## src/mesh_sink_dedup_ack_core_defines.svh

```systemverilog
// ----------------------------------------------------------------------------
// mesh sink dedup/ack core: assertion macros
// shared concurrent assertion forms, sampled on clk and disabled in reset
// ----------------------------------------------------------------------------
`ifndef MESH_SINK_DEDUP_ACK_CORE_DEFINES_SVH
`define MESH_SINK_DEDUP_ACK_CORE_DEFINES_SVH

// same-cycle implication
`define MSDA_ASSERT_NOW(label, ante, cons, msg) \
  label: assert property (@(posedge clk) disable iff (!rst_n) (ante) |-> (cons)) \
    else $error(msg);

// next-cycle implication
`define MSDA_ASSERT_NEXT(label, ante, cons, msg) \
  label: assert property (@(posedge clk) disable iff (!rst_n) (ante) |=> (cons)) \
    else $error(msg);

`endif

```

## src/msda_pkg.sv

```systemverilog
// ----------------------------------------------------------------------------
// msda_pkg
// types, codes and reset constants for the mesh sink dedup/ack core
// ----------------------------------------------------------------------------
package msda_pkg;

  // default cache depth
  localparam int CACHE_ENTRIES_DEF = 64;

  // field widths
  localparam int ORIGIN_W = 9;
  localparam int KEY_SEQ_W = 17;
  localparam int STAMP_W = 32;
  localparam int ACK_W = 16;
  localparam int CFG_IDX_W = 2;
  localparam int CFG_DATA_W = 16;
  localparam int IN_TDATA_W = 48;
  localparam int IN_TUSER_W = 3;
  localparam int OUT_TDATA_W = 64;

  // key codes for missing fields
  localparam logic [ORIGIN_W-1:0] ORIGIN_UNKNOWN = 9'h1FF;
  localparam logic [KEY_SEQ_W-1:0] SEQ_UNKNOWN = 17'h1FFFF;

  // register reset values
  localparam logic [15:0] TIMEOUT_RST = 16'd30000;
  localparam logic [15:0] INTERVAL_RST = 16'd10000;
  localparam logic [3:0] MAX_TTL_RST = 4'd3;

  // register indexes
  localparam logic [CFG_IDX_W-1:0] CFG_DEDUP_TIMEOUT = 2'd0;
  localparam logic [CFG_IDX_W-1:0] CFG_PRUNE_INTERVAL = 2'd1;
  localparam logic [CFG_IDX_W-1:0] CFG_FLOOD_MAX_TTL = 2'd2;

  // input selector and packet kinds
  localparam logic FUNC_PACKET = 1'b0;
  localparam logic FUNC_TICK = 1'b1;
  localparam logic [1:0] KIND_DATA = 2'd0;
  localparam logic [1:0] KIND_FLOOD = 2'd1;
  localparam logic [1:0] KIND_BEACON = 2'd2;
  localparam logic [1:0] KIND_OTHER = 2'd3;

  // input tdata layout, lowest field in the lowest bits
  typedef struct packed {
    logic [6:0]  pad;
    logic        has_payload;
    logic [3:0]  ttl_value;
    logic        ttl_present;
    logic [15:0] seq_num;
    logic        seq_present;
    logic [7:0]  orig_node;
    logic        orig_present;
    logic [7:0]  src_node;
    logic        src_present;
  } in_data_t;

  // result tdata layout
  typedef struct packed {
    logic [5:0]          pad;
    logic [3:0]          hop_count;
    logic [ORIGIN_W-1:0] log_origin;
    logic                log_valid;
    logic [15:0]         acked_seq;
    logic [ACK_W-1:0]    ack_number;
    logic [7:0]          ack_dest;
    logic                send_ack;
    logic                cache_full;
    logic                is_new;
    logic                is_duplicate;
  } out_data_t;

  // one cache entry as stored in the ram
  typedef struct packed {
    logic                 valid;
    logic [ORIGIN_W-1:0]  origin;
    logic [KEY_SEQ_W-1:0] seq;
    logic [STAMP_W-1:0]   stamp;
  } entry_t;

  // status from the entry evaluation unit
  typedef struct packed {
    logic hit;
    logic free;
    logic expired;
  } eval_t;

  // sequencer states
  typedef enum logic [5:0] {
    ST_CLEAR = 6'b000001,
    ST_IDLE  = 6'b000010,
    ST_TICK  = 6'b000100,
    ST_SCAN  = 6'b001000,
    ST_PRUNE = 6'b010000,
    ST_DONE  = 6'b100000
  } state_t;

endpackage

```

## src/msda_ram.sv

```systemverilog
// ----------------------------------------------------------------------------
// msda_ram
// generic simple dual-port ram, one write and one registered read port
// ----------------------------------------------------------------------------
module msda_ram #(
  parameter int WIDTH = 8,
  parameter int DEPTH = 64
) (
  input  logic                     clk,
  input  logic                     we,
  input  logic [$clog2(DEPTH)-1:0] waddr,
  input  logic [WIDTH-1:0]         wdata,
  input  logic                     re,
  input  logic [$clog2(DEPTH)-1:0] raddr,
  output logic [WIDTH-1:0]         rdata
);

  logic [WIDTH-1:0] mem [DEPTH];
  logic [WIDTH-1:0] rdata_r;

  // write port
  always_ff @(posedge clk) begin
    if (we) begin
      mem[waddr] <= wdata;
    end
  end

  // registered read port
  always_ff @(posedge clk) begin
    if (re) begin
      rdata_r <= mem[raddr];
    end
  end

  assign rdata = rdata_r;

endmodule

```

## src/msda_entry_eval.sv

```systemverilog
// ----------------------------------------------------------------------------
// msda_entry_eval
// shared entry unit: key compare, free check and age compare of one entry
// ----------------------------------------------------------------------------
module msda_entry_eval (
  input  msda_pkg::entry_t                      entry,
  input  logic [msda_pkg::ORIGIN_W-1:0]         key_origin,
  input  logic [msda_pkg::KEY_SEQ_W-1:0]        key_seq,
  input  logic [msda_pkg::STAMP_W-1:0]          time_now,
  input  logic [15:0]                           timeout,
  output msda_pkg::eval_t                       status
);
  import msda_pkg::*;

  logic [STAMP_W-1:0] age;

  // age modulo 2^32
  assign age = time_now - entry.stamp;

  // key match, free slot and expiry
  assign status.hit = entry.valid && (entry.origin == key_origin) && (entry.seq == key_seq);
  assign status.free = !entry.valid;
  assign status.expired = entry.valid && (age > {16'b0, timeout});

endmodule

```

## src/mesh_sink_dedup_ack_core.sv

```systemverilog
// ----------------------------------------------------------------------------
// mesh_sink_dedup_ack_core
// duplicate suppression cache with aging and ack numbering for a mesh sink
//
// channel  dir  handshake           payload
// in_      in   in_tvalid/tready    tuser: func, packet_kind; tdata: header fields
// out_     out  out_tvalid/tready   tdata: dedup flags, ack and log fields
// cfg_     in   cfg_we              cfg_index, cfg_data
//
// data or flood packet: one ram read per entry
// tick: advances time; a pruning pass runs when the prune interval is due
// beacon and other kinds: no transaction on the result side
// after reset a clearing pass over all entries runs before in_tready
// a result waits in the output register; a stalled output holds the next result
// ----------------------------------------------------------------------------
module mesh_sink_dedup_ack_core #(
  parameter int CACHE_ENTRIES = msda_pkg::CACHE_ENTRIES_DEF
) (
  input  logic                                clk,
  input  logic                                rst_n,
  // input stream
  input  logic                                in_tvalid,
  output logic                                in_tready,
  // from bit 0: src_present, src_node, orig_present, orig_node, seq_present,
  // seq_num, ttl_present, ttl_value, has_payload, zero pad
  input  logic [msda_pkg::IN_TDATA_W-1:0]     in_tdata,
  // from bit 0: func, packet_kind
  input  logic [msda_pkg::IN_TUSER_W-1:0]     in_tuser,
  // result stream
  output logic                                out_tvalid,
  input  logic                                out_tready,
  // from bit 0: is_duplicate, is_new, cache_full, send_ack, ack_dest,
  // ack_number, acked_seq, log_valid, log_origin, hop_count, zero pad
  output logic [msda_pkg::OUT_TDATA_W-1:0]    out_tdata,
  // configuration
  input  logic                                cfg_we,
  input  logic [msda_pkg::CFG_IDX_W-1:0]      cfg_index,
  input  logic [msda_pkg::CFG_DATA_W-1:0]     cfg_data
);
  import msda_pkg::*;

`include "mesh_sink_dedup_ack_core_defines.svh"

  localparam int AW = $clog2(CACHE_ENTRIES);
  localparam int CW = $clog2(CACHE_ENTRIES + 1);

  // configuration registers
  logic [15:0] timeout_r;
  logic [15:0] interval_r;
  logic [3:0]  max_ttl_r;

  // time and ack state
  logic [STAMP_W-1:0] time_now_r;
  logic [STAMP_W-1:0] last_prune_r;
  logic [ACK_W-1:0]   ack_cnt_r;
  logic [ACK_W-1:0]   ack_nxt;

  // sequencer
  state_t         state_r;
  state_t         state_nxt;
  logic [CW-1:0]  issue_idx_r;
  logic           issue_done;
  logic           rdv_r;
  logic [AW-1:0]  rd_idx_r;
  logic           dup_r;
  logic           slot_found_r;
  logic [AW-1:0]  slot_r;

  // captured packet
  logic [ORIGIN_W-1:0]  key_origin_r;
  logic [KEY_SEQ_W-1:0] key_seq_r;
  logic                 flood_r;
  logic                 src_p_r;
  logic [7:0]           src_r;
  logic                 orig_p_r;
  logic [7:0]           orig_r;
  logic                 seq_p_r;
  logic [15:0]          seq_r;
  logic                 ttl_p_r;
  logic [3:0]           ttl_r;
  logic                 payload_r;

  // input decode
  in_data_t             in_d;
  logic                 in_fire;
  logic                 pkt_keyed;
  logic [ORIGIN_W-1:0]  key_origin_in;
  logic [KEY_SEQ_W-1:0] key_seq_in;

  // ram and evaluation
  logic          ram_we;
  logic [AW-1:0] ram_waddr;
  entry_t        ram_wdata;
  logic          ram_re;
  entry_t        ram_rdata;
  eval_t         ev;
  logic          age_due;

  // result
  logic          out_free;
  logic          done_fire;
  logic          do_ack;
  logic          do_log;
  logic          do_insert;
  logic [3:0]    hops;
  out_data_t     res;
  logic          out_tvalid_r;
  out_data_t     out_data_r;

  assign in_d = in_data_t'(in_tdata);
  assign in_tready = (state_r == ST_IDLE);
  assign in_fire = in_tvalid && in_tready;
  assign pkt_keyed = (in_tuser[0] == FUNC_PACKET)
                     && ((in_tuser[2:1] == KIND_DATA) || (in_tuser[2:1] == KIND_FLOOD));

  // lookup key, missing fields map to codes that only match each other
  assign key_origin_in = in_d.orig_present ? {1'b0, in_d.orig_node}
                       : (in_d.src_present ? {1'b0, in_d.src_node} : ORIGIN_UNKNOWN);
  assign key_seq_in = in_d.seq_present ? {1'b0, in_d.seq_num} : SEQ_UNKNOWN;

  // configuration writes
  always_ff @(posedge clk) begin
    if (!rst_n) begin
      timeout_r <= TIMEOUT_RST;
      interval_r <= INTERVAL_RST;
      max_ttl_r <= MAX_TTL_RST;
    end else if (cfg_we) begin
      unique case (cfg_index)
        CFG_DEDUP_TIMEOUT:  timeout_r <= cfg_data;
        CFG_PRUNE_INTERVAL: interval_r <= cfg_data;
        CFG_FLOOD_MAX_TTL:  max_ttl_r <= cfg_data[3:0];
        default: ;
      endcase
    end
  end

  // cache ram
  msda_ram #(
    .WIDTH ($bits(entry_t)),
    .DEPTH (CACHE_ENTRIES)
  ) u_ram (
    .clk   (clk),
    .we    (ram_we),
    .waddr (ram_waddr),
    .wdata (ram_wdata),
    .re    (ram_re),
    .raddr (issue_idx_r[AW-1:0]),
    .rdata (ram_rdata)
  );

  // shared entry unit
  msda_entry_eval u_eval (
    .entry      (ram_rdata),
    .key_origin (key_origin_r),
    .key_seq    (key_seq_r),
    .time_now   (time_now_r),
    .timeout    (timeout_r),
    .status     (ev)
  );

  assign issue_done = (issue_idx_r == CW'(CACHE_ENTRIES));
  assign ram_re = ((state_r == ST_SCAN) || (state_r == ST_PRUNE)) && !issue_done;
  assign age_due = ((time_now_r - last_prune_r) >= {16'b0, interval_r});

  // result assembly
  assign out_free = !out_tvalid_r || out_tready;
  assign done_fire = (state_r == ST_DONE) && out_free;
  assign do_ack = src_p_r && seq_p_r;
  assign do_log = !dup_r && payload_r;
  assign do_insert = !dup_r && slot_found_r;
  assign ack_nxt = ack_cnt_r + 16'd1;

  // hop count per packet kind
  always_comb begin
    if (flood_r) begin
      hops = (ttl_p_r && (max_ttl_r > ttl_r)) ? (max_ttl_r - ttl_r) : 4'd0;
    end else begin
      hops = (orig_p_r && (!src_p_r || (orig_r != src_r))) ? 4'd2 : 4'd1;
    end
  end

  always_comb begin
    res = '0;
    res.is_duplicate = dup_r;
    res.is_new = !dup_r;
    res.cache_full = !dup_r && !slot_found_r;
    res.send_ack = do_ack;
    res.ack_dest = do_ack ? src_r : 8'd0;
    res.ack_number = do_ack ? ack_nxt : '0;
    res.acked_seq = do_ack ? seq_r : 16'd0;
    res.log_valid = do_log;
    res.log_origin = do_log ? key_origin_r : '0;
    res.hop_count = do_log ? hops : 4'd0;
  end

  // ram write select: clearing pass, prune, insert
  always_comb begin
    ram_we = 1'b0;
    ram_waddr = slot_r;
    ram_wdata = '0;
    unique case (state_r)
      ST_CLEAR: begin
        ram_we = !issue_done;
        ram_waddr = issue_idx_r[AW-1:0];
      end
      ST_PRUNE: begin
        ram_we = rdv_r && ev.expired;
        ram_waddr = rd_idx_r;
        ram_wdata = ram_rdata;
        ram_wdata.valid = 1'b0;
      end
      ST_DONE: begin
        ram_we = done_fire && do_insert;
        ram_wdata.valid = 1'b1;
        ram_wdata.origin = key_origin_r;
        ram_wdata.seq = key_seq_r;
        ram_wdata.stamp = time_now_r;
      end
      default: ;
    endcase
  end

  // next state
  always_comb begin
    state_nxt = state_r;
    unique case (state_r)
      ST_CLEAR: if (issue_done) state_nxt = ST_IDLE;
      ST_IDLE: begin
        if (in_fire && (in_tuser[0] == FUNC_TICK)) begin
          state_nxt = ST_TICK;
        end else if (in_fire && pkt_keyed) begin
          state_nxt = ST_SCAN;
        end
      end
      ST_TICK:  state_nxt = age_due ? ST_PRUNE : ST_IDLE;
      ST_SCAN:  if (issue_done && !rdv_r) state_nxt = ST_DONE;
      ST_PRUNE: if (issue_done && !rdv_r) state_nxt = ST_IDLE;
      ST_DONE:  if (out_free) state_nxt = ST_IDLE;
      default:  state_nxt = ST_IDLE;
    endcase
  end

  // control registers
  always_ff @(posedge clk) begin
    if (!rst_n) begin
      state_r <= ST_CLEAR;
      issue_idx_r <= '0;
      rdv_r <= 1'b0;
      dup_r <= 1'b0;
      slot_found_r <= 1'b0;
      time_now_r <= '0;
      last_prune_r <= '0;
      ack_cnt_r <= '0;
    end else begin
      state_r <= state_nxt;
      rdv_r <= ram_re;
      // walk counter: clearing pass, scan and prune issue
      if ((state_r == ST_CLEAR) && !issue_done) begin
        issue_idx_r <= issue_idx_r + CW'(1);
      end else if (ram_re) begin
        issue_idx_r <= issue_idx_r + CW'(1);
      end else if ((state_r == ST_IDLE) || (state_r == ST_TICK)) begin
        issue_idx_r <= '0;
      end
      // tick advances time
      if (in_fire && (in_tuser[0] == FUNC_TICK)) begin
        time_now_r <= time_now_r + 32'd1;
      end
      if ((state_r == ST_TICK) && age_due) begin
        last_prune_r <= time_now_r;
      end
      // lookup results
      if (in_fire) begin
        dup_r <= 1'b0;
        slot_found_r <= 1'b0;
      end else if ((state_r == ST_SCAN) && rdv_r) begin
        if (ev.hit) begin
          dup_r <= 1'b1;
        end
        if (ev.free && !slot_found_r) begin
          slot_found_r <= 1'b1;
        end
      end
      if (done_fire && do_ack) begin
        ack_cnt_r <= ack_nxt;
      end
    end
  end

  // payload registers
  always_ff @(posedge clk) begin
    if (ram_re) begin
      rd_idx_r <= issue_idx_r[AW-1:0];
    end
    if ((state_r == ST_SCAN) && rdv_r && ev.free && !slot_found_r) begin
      slot_r <= rd_idx_r;
    end
    if (in_fire) begin
      key_origin_r <= key_origin_in;
      key_seq_r <= key_seq_in;
      flood_r <= (in_tuser[2:1] == KIND_FLOOD);
      src_p_r <= in_d.src_present;
      src_r <= in_d.src_node;
      orig_p_r <= in_d.orig_present;
      orig_r <= in_d.orig_node;
      seq_p_r <= in_d.seq_present;
      seq_r <= in_d.seq_num;
      ttl_p_r <= in_d.ttl_present;
      ttl_r <= in_d.ttl_value;
      payload_r <= in_d.has_payload;
    end
  end

  // output register
  always_ff @(posedge clk) begin
    if (!rst_n) begin
      out_tvalid_r <= 1'b0;
    end else if (done_fire) begin
      out_tvalid_r <= 1'b1;
    end else if (out_tready) begin
      out_tvalid_r <= 1'b0;
    end
  end

  always_ff @(posedge clk) begin
    if (done_fire) begin
      out_data_r <= res;
    end
  end

  assign out_tvalid = out_tvalid_r;
  assign out_tdata = OUT_TDATA_W'(out_data_r);

  // checks
  `MSDA_ASSERT_NOW(a_ram_we_state,
    ram_we, (state_r == ST_CLEAR) || (state_r == ST_PRUNE) || (state_r == ST_DONE),
    "cache written outside clear, prune or insert")
  `MSDA_ASSERT_NOW(a_dup_xor_new,
    out_tvalid_r, out_data_r.is_duplicate != out_data_r.is_new,
    "result is both or neither duplicate and new")
  `MSDA_ASSERT_NOW(a_full_is_new,
    out_tvalid_r && out_data_r.cache_full, out_data_r.is_new && !out_data_r.is_duplicate,
    "cache full flagged on a duplicate")
  `MSDA_ASSERT_NEXT(a_ack_count,
    done_fire && do_ack, ack_cnt_r == ACK_W'($past(ack_cnt_r) + 16'd1),
    "ack counter did not advance on an acknowledged packet")

endmodule
```

## config.mk

```make
export PLATFORM = sky130hd
export DESIGN_NAME = mesh_sink_dedup_ack_core
export DESIGN_NICKNAME = d
export VERILOG_FILES = /design/src/msda_pkg.sv /design/src/msda_ram.sv /design/src/msda_entry_eval.sv /design/src/mesh_sink_dedup_ack_core.sv
export VERILOG_INCLUDE_DIRS = /design/src /design/src/src
export SDC_FILE = /design/constraint.sdc
export NUM_CORES = 2
export LEC_CHECK = 0
export BUFFER_PORTS_ARGS = -buffer_cell sky130_fd_sc_hd__buf_4
export CORE_ASPECT_RATIO = 1.4
export CORE_MARGIN = 2
export CORE_UTILIZATION = 40
export DETAILED_ROUTE_END_ITERATION = 8
export PLACE_DENSITY_LB_ADDON = 0.25
export SYNTH_ARGS = -nofsm -noshare
export SYNTH_HDL_FRONTEND = slang
export SYNTH_SLANG_ARGS = --single-unit
```

## constraint.sdc

```tcl
create_clock -name clk -period 12.35 [get_ports clk]
set_clock_uncertainty 0.05 [all_clocks]
set_input_delay 2.47 -clock clk [delete_from_list [all_inputs] [get_ports clk]]
set_output_delay 2.47 -clock clk [all_outputs]
set_load 0.01 [all_outputs]
```

* After elaboration in Yosys (flattened, before gate mapping)
Memory sizes are Yosys's and may differ from the RTL's. A register that Yosys moved wholly into a read port is not among the register bits. Cells that the tools add are included.
Operators by class: bitwise logic cells 2, add/sub/neg operators 6, equal/unequal tests 18, reduce and logical (&&, ||, !) cells 48, $lt $le $gt $ge 3, muxes and demuxes 24
Operators with widths (count):
- 59-bit one-hot mux with 2 select lines | 1
- 32-bit subtractor | 2
- 6-bit two-way mux | 6
- 6-bit one-hot mux with 6 select lines | 1
- 32-bit by 1-bit adder with 32-bit output (second input constant) | 1
- 32-bit by 16-bit greater-or-equal comparator with 1-bit output | 1
- 32-bit by 16-bit > comparator with 1-bit output | 1
- 1-bit logical AND | 25
- 7-bit two-way mux | 3
- 17-bit equality test | 1
- 17-bit two-way mux | 1
- 16-bit by 1-bit adder with 16-bit output (second input constant) | 1
- 6-bit one-hot mux with 2 select lines | 1
- 2-bit AND reduction | 5
- 9-bit equality test | 1
- 9-bit two-way mux | 1
- 4-bit two-way mux | 2
- 8-bit two-way mux | 1
- 8-bit != test | 1
- 7-bit by 1-bit adder with 7-bit output (second input constant) | 1
- 7-bit equality test (second input constant) | 1
- 1-bit logical NOT | 7
- 6-bit by 1-bit equality test with 1-bit output (second input constant) | 1
- 6-bit by 2-bit equality test with 1-bit output (second input constant) | 1
- 22 further kinds | 34
Word-level totals: input port bits 74, memories 1, memory bits (writable) 3776, output and inout port bits 66, logic and storage cells 140, flip-flop bits (word level) 271
Memory list:
- u_ram.mem | words 64, bits a word 59, read ports 1, clocked after Yosys merged registers in 1, wr ports 1, RTL line msda_ram.sv:18 | logic [WIDTH-1:0] mem [DEPTH];

* Logic depth before layout (Yosys ltp)
depth in word-level cells 7, gate-level depth with buffers 22, mapped depth without buffers 21

* Cells and area by module
A second synthesis with hierarchy kept.
Unflattened totals: cells, all modules 7942, area total of the unflattened synthesis 161600.0 um^2
Modules (own cells, without submodules):
- msda_ram | area an instance 145050.4 um^2, times used 1, sequential area each 115160.4 um^2, cells an instance 6130
- mesh_sink_dedup_ack_core | area an instance 13937.1 um^2, times used 1, sequential area each 6806.5 um^2, cells an instance 1430
- msda_entry_eval | area an instance 2612.5 um^2, times used 1, sequential area each 0.0 um^2, cells an instance 382

* Least setup slack after synthesis
Ideal clock, no wire load.
kind input to register, from input port out_tready, to memory u_ram.mem[50][0] (netlist bit) (enable), setup slack 3.152 ns, data required time 11.751 ns, cell stages on the path 7, setup time 0.549 ns, arrival 8.599 ns, buffers on the path 1, cell sequence nand2b_1 > nand2_1 > inv_1 > a32o_1 > a221oi_4 > buf_6 > nor3_1
Between the ends: cells in the longest elaborated chain, start to end 6
Ends and longest elaborated chain:
- from (decl) | RTL line mesh_sink_dedup_ack_core.sv:31 | input logic out_tready,
- 1-bit logical OR | RTL line mesh_sink_dedup_ack_core.sv:166 | assign out_free = !out_tvalid_r || out_tready;
- 1-bit logical AND | RTL line mesh_sink_dedup_ack_core.sv:167 | assign done_fire = (state_r == ST_DONE) && out_free;
- net done_fire | RTL line mesh_sink_dedup_ack_core.sv:101 | logic done_fire;
- 1-bit logical AND | RTL line mesh_sink_dedup_ack_core.sv:213 | ram_we = done_fire && do_insert;
- 1-bit one-hot mux with 3 select lines | RTL line mesh_sink_dedup_ack_core.sv:201 | unique case (state_r)
- 1-bit two-way mux | RTL line msda_ram.sv:23 | if (we) begin
- 1-bit two-way mux (not written as such) | RTL line msda_ram.sv:24 | mem[waddr] <= wdata;
- to (decl) | RTL line msda_ram.sv:18
The timed path passes the listed nets, and every way through them passes these cells.

* Final worst setup path
from register time_now_r[0], to memory u_ram.mem[54][53] (netlist bit) (enable)
Between the ends: cells in the longest elaborated chain, start to end 7
Ends and longest elaborated chain:
- from (decl) | RTL line mesh_sink_dedup_ack_core.sv:53 | logic [STAMP_W-1:0] time_now_r;
- from (signal assigned) | RTL line mesh_sink_dedup_ack_core.sv:267 | time_now_r <= time_now_r + 32'd1;
- 32-bit subtractor | RTL line msda_entry_eval.sv:18 | assign age = time_now - entry.stamp;
- 32-bit by 16-bit > comparator with 1-bit output | RTL line msda_entry_eval.sv:23 | assign status.expired = entry.valid && (age > {16'b0, timeout});
- 1-bit logical AND | RTL line msda_entry_eval.sv:23
- 1-bit logical AND | RTL line mesh_sink_dedup_ack_core.sv:207 | ram_we = rdv_r && ev.expired;
- 1-bit one-hot mux with 3 select lines | RTL line mesh_sink_dedup_ack_core.sv:201
- 1-bit two-way mux | RTL line msda_ram.sv:23
- 1-bit two-way mux (not written as such) | RTL line msda_ram.sv:24
Every way passes these cells.

==> summary.txt <==
status: finished, final reports clean
Setup-failing EPs final: 0
critical path endpoint category: flop
worst reg2reg endpoint: u_ram.mem[54][53]
pwr/cell area: 163 nW/um^2
P_leak: 0.0569 uW
Primary FF master, synth: edfxtp_1
clk_lat worst skew: 0.95 ns
H-tree depth: 5
Critical Path Fanout Max: 32
die height: 757 um
Post-synth EDFFs: 3,973
pre-CTS setup slack: 5.14 ns
first-pass GRT wire length: 600 mm
DR vias: 77,600
leading area contributor after synthesis: edfxtp_1
Ys Warns: 0
Avg Inst Size Synth: 21.8 um^2
post_cts resized: 0
antenna viol nets, final: 0
Peak VDD IR: 116 uV
cells after synthesis: 7,416
Filler cells: 33,600
Post-CTS Setup Inserts: 0
max-cap violations: 0
wire length per cell: 31.7 um
Crit Path Class: flop to flop
Yosys reg bits: 4,106
CTS Buf Count: 381
RSZ-0062 raised after global routing: no
hold-fix buffers at CTS: 0
WHS Path Cells: 0
vias per inst: 5.81
switching share of total power: 22.3%
Core ar.: 403,000 um^2
final cell utilization of the core: 45.3%
Peak Freq: 138 MHz
gr usage total: 20.4%
final slew viol count: 0
1st-pass router iterations: 5
post-synthesis cell area: 162,000 um^2
Synth area leaders: edfxtp_1 (74%), mux4_2 (17%), dfxtp_1 (1.6%), ha_1 (0.79%), nand4_1 (0.62%)
Worst-path clk slew: 0.07 ns
I/O pins: 140
internal power: 23,100 uW
clock tree from TritonCTS: done
GRT overflow: 0
RR Startpoint: time_now_r[0]
antenna violations before repair: 27
# port buffers: 126
Die Wd: 542 um
final setup margin: 5.12 ns
cells on worst reg2reg path: 23
area of the multi-input gates: 38,200 um^2
Final Power: 29,700 uW
synth unique cells: 93
hold crit path type: flop to flop
share of layout cells above drive strength 1: 28.6%
row count: 276
Async S/R FF share, synth: 0%
Detailed Route Iter0 Violations: 8,531
drc violations: 0
Crit path required time: 12.86 ns
CTS Sinks: 4,106
RePlAce Congestion: 0.915
Critical Path Source Type: flop
sum of negative setup slack: 0 ns
Synth-to-Final Area Change: 12.8%
Gate power share: 8.5%
Final Hold Fails: 0
clock network fraction of total power: 39.8%
FF/Latch Area: 122,000 um^2
sequential power share: 51.8%
Hold EP: slot_r[4]
die area: 410,000 um^2
post-synthesis sequential area ratio: 75.3%
post-synth top area share: 73.7%
minimum clock period: 7.23 ns
placed wire-length estimate: 250 mm
pin count of the biggest net entering global routing: 140
relative slew slack: 5.79%
CP Data Arrival Time: 7.73 ns
drt total wl: 423 mm
NumNets Final: 7,942
Initial Utilization: 40.1%
min-delay src: rd_idx_r[4]
Root Driver: clkbuf_16
Psw: 6630 uW
Least-Margin Pin Slew: 1.41 ns
vias in the first global route: 80,300
Final period util: 58.5%
Longest Clk Path Bufs: 4
flop-to-flop setup slack: 5.12 ns
-- how the worst max path moves through the flow --
stage	start	end	slack (ns)
finish	time_now_r[0]	u_ram.mem[54][53]	5.12
global route	time_now_r[0]	u_ram.mem[54][53]	4.79
CTS	time_now_r[0]	u_ram.mem[54][49]	5.08
detailed placement	time_now_r[0]	u_ram.mem[54][53]	5.14
global placement	time_now_r[1]	u_ram.mem[54][53]	5.15
floorplan	out_tready	u_ram.mem[50][0]	3.15
-- layout by cell type, fill, tap and decap left out, types with 27 or more instances in the layout --
master | synthesis | routed
clkbuf_1 | 257 | 62
nor3_2 | 0 | 64
xor2_1 | 50 | 50
ha_1 | 102 | 102
nand4_1 | 161 | 161
a21boi_0 | 28 | 28
and2_1 | 57 | 57
edfxtp_1 | 3973 | 3973
buf_4 | 8 | 353
nor2_1 | 92 | 92
dfxtp_1 | 133 | 127
a21o_1 | 31 | 31
xnor2_1 | 82 | 82
inv_1 | 132 | 129
mux2i_1 | 33 | 33
clkinv_2 | 0 | 84
and3_1 | 43 | 43
nand3_1 | 81 | 81
a22o_2 | 0 | 36
o21ai_0 | 80 | 76
nand2_1 | 196 | 196
clkinv_1 | 0 | 70
clkbuf_16 | 0 | 387
mux4_2 | 1212 | 1212
bufinv_16 | 0 | 43
a21oi_1 | 103 | 103
nand2b_1 | 27 | 27
mux2_2 | 28 | 28
-- state kept, by name, summed over array words and instances, names as in the netlist, 4 cells and up --
signal	flops
ack_cnt_r	16
interval_r	16
issue_idx_r	7
key_origin_r	9
key_seq_r	17
last_prune_r	32
max_ttl_r	4
orig_r	8
out_tdata	58
rd_idx_r	6
seq_r	16
slot_r	6
src_r	8
state_r	6
time_now_r	32
timeout_r	16
ttl_r	4
u_ram.mem	3776
u_ram.rdata	59
-- Yosys cell counts, drive strengths merged (4+ instances only) --
cell / count
a21oi: 106
clkbuf: 258
nor2b: 18
a221oi: 5
o2111ai: 6
nand2b: 27
o31ai: 4
nor4b: 4
nor3: 81
nand3b: 5
mux2i: 33
a21boi: 33
ha: 102
or3: 12
nor4: 14
o21a: 11
mux2: 28
o211ai: 27
nand3: 81
xnor2: 82
nand4: 162
dfxtp: 133
a211oi: 10
inv: 133
and3: 44
and4: 4
nor2: 93
a22oi: 4
mux4: 1212
a22o: 55
nand2: 197
xor2: 50
o21ai: 94
and3b: 7
buf: 151
and2: 60
or4: 5
a31oi: 12
edfxtp: 3973
o21bai: 7
a21o: 33
-- cells by family after synthesis --
| family | count (synthesis) | share of synthesized area (%) |
|---|---|---|
| buf+inv | 542 | 1.36 |
| xor+xnor | 132 | 0.714 |
| simple gates | 823 | 2.68 |
| mux | 1273 | 17.3 |
| fa+ha+maj | 105 | 0.825 |
| flops | 4106 | 75.3 |
| compound gates | 434 | 1.83 |
| other cells | 1 | 0.00232 |
-- per-layer routing --
layer | part of all wire, % | vias to the layer above | GRT usage [%]
met4 | 3.0 | 8 | 6.46
li1 | - | 32000 | -
met3 | 5.6 | 634 | 2.61
met5 | 0.011 | - | 0
met1 | 38 | 42400 | 25.3
met2 | 54 | 2599 | 37.1
-- power groups by stage --
stage / Sequential, uW / Clock [uW] / Combinational, uW
3_3_place_gp: 15700 / 0 / 2560
3_5_place_dp: 15700 / 0 / 2570
4_1_cts: 15400 / 12100 / 2580
6_report: 15400 / 11800 / 2520
5_1_grt: 15400 / 12500 / 2680
2_1_floorplan: 15700 / 0 / 1820
-- worst max-delay path, cell delays in order, from the launching register on --
cell and delay [ns]:
dfxtp_1 0.39, inv_1 0.15, ha_1 0.26, fa_1 0.41, nand2b_1 0.19, a21o_2 0.25
a31oi_1 0.35, nor2_1 0.17, o21ai_0 0.30, a31oi_1 0.15, xnor2_1 0.16, ha_1 0.30
nand4_1 0.10, or4_1 0.45, nor2_1 0.13, a21oi_1 0.06, nor4b_1 0.31, nand4_1 0.15
or4_4 0.59, a221oi_4 0.30, buf_4 0.53, nor3_2 0.12, buf_4 0.37, buf_4 0.44
-- final cells by class --
cell class	instances	share of cell area (%)
multi-input combinational	2773	20.9
inverter	133	0.276
tap	5282	3.62
sequential	4106	66.8
clock buffer	455	5.48
timing repair buffer	368	1.61
antenna	19	0.0260
clock inverter	230	1.27
-- metrics by stage --
step / cell area, um^2 / hold WS, ns / cells
3_5_place_dp: 170000 / 0.390 / 12700
6_report: 183000 / 0.406 / 13400
4_1_cts: 183000 / 0.398 / 13300
5_1_grt: 183000 / 0.410 / 13400
3_3_place_gp: 170000 / 0.385 / 12700
2_1_floorplan: 162000 / 0.356 / 7421
Power figures use the tool's default switching activity.
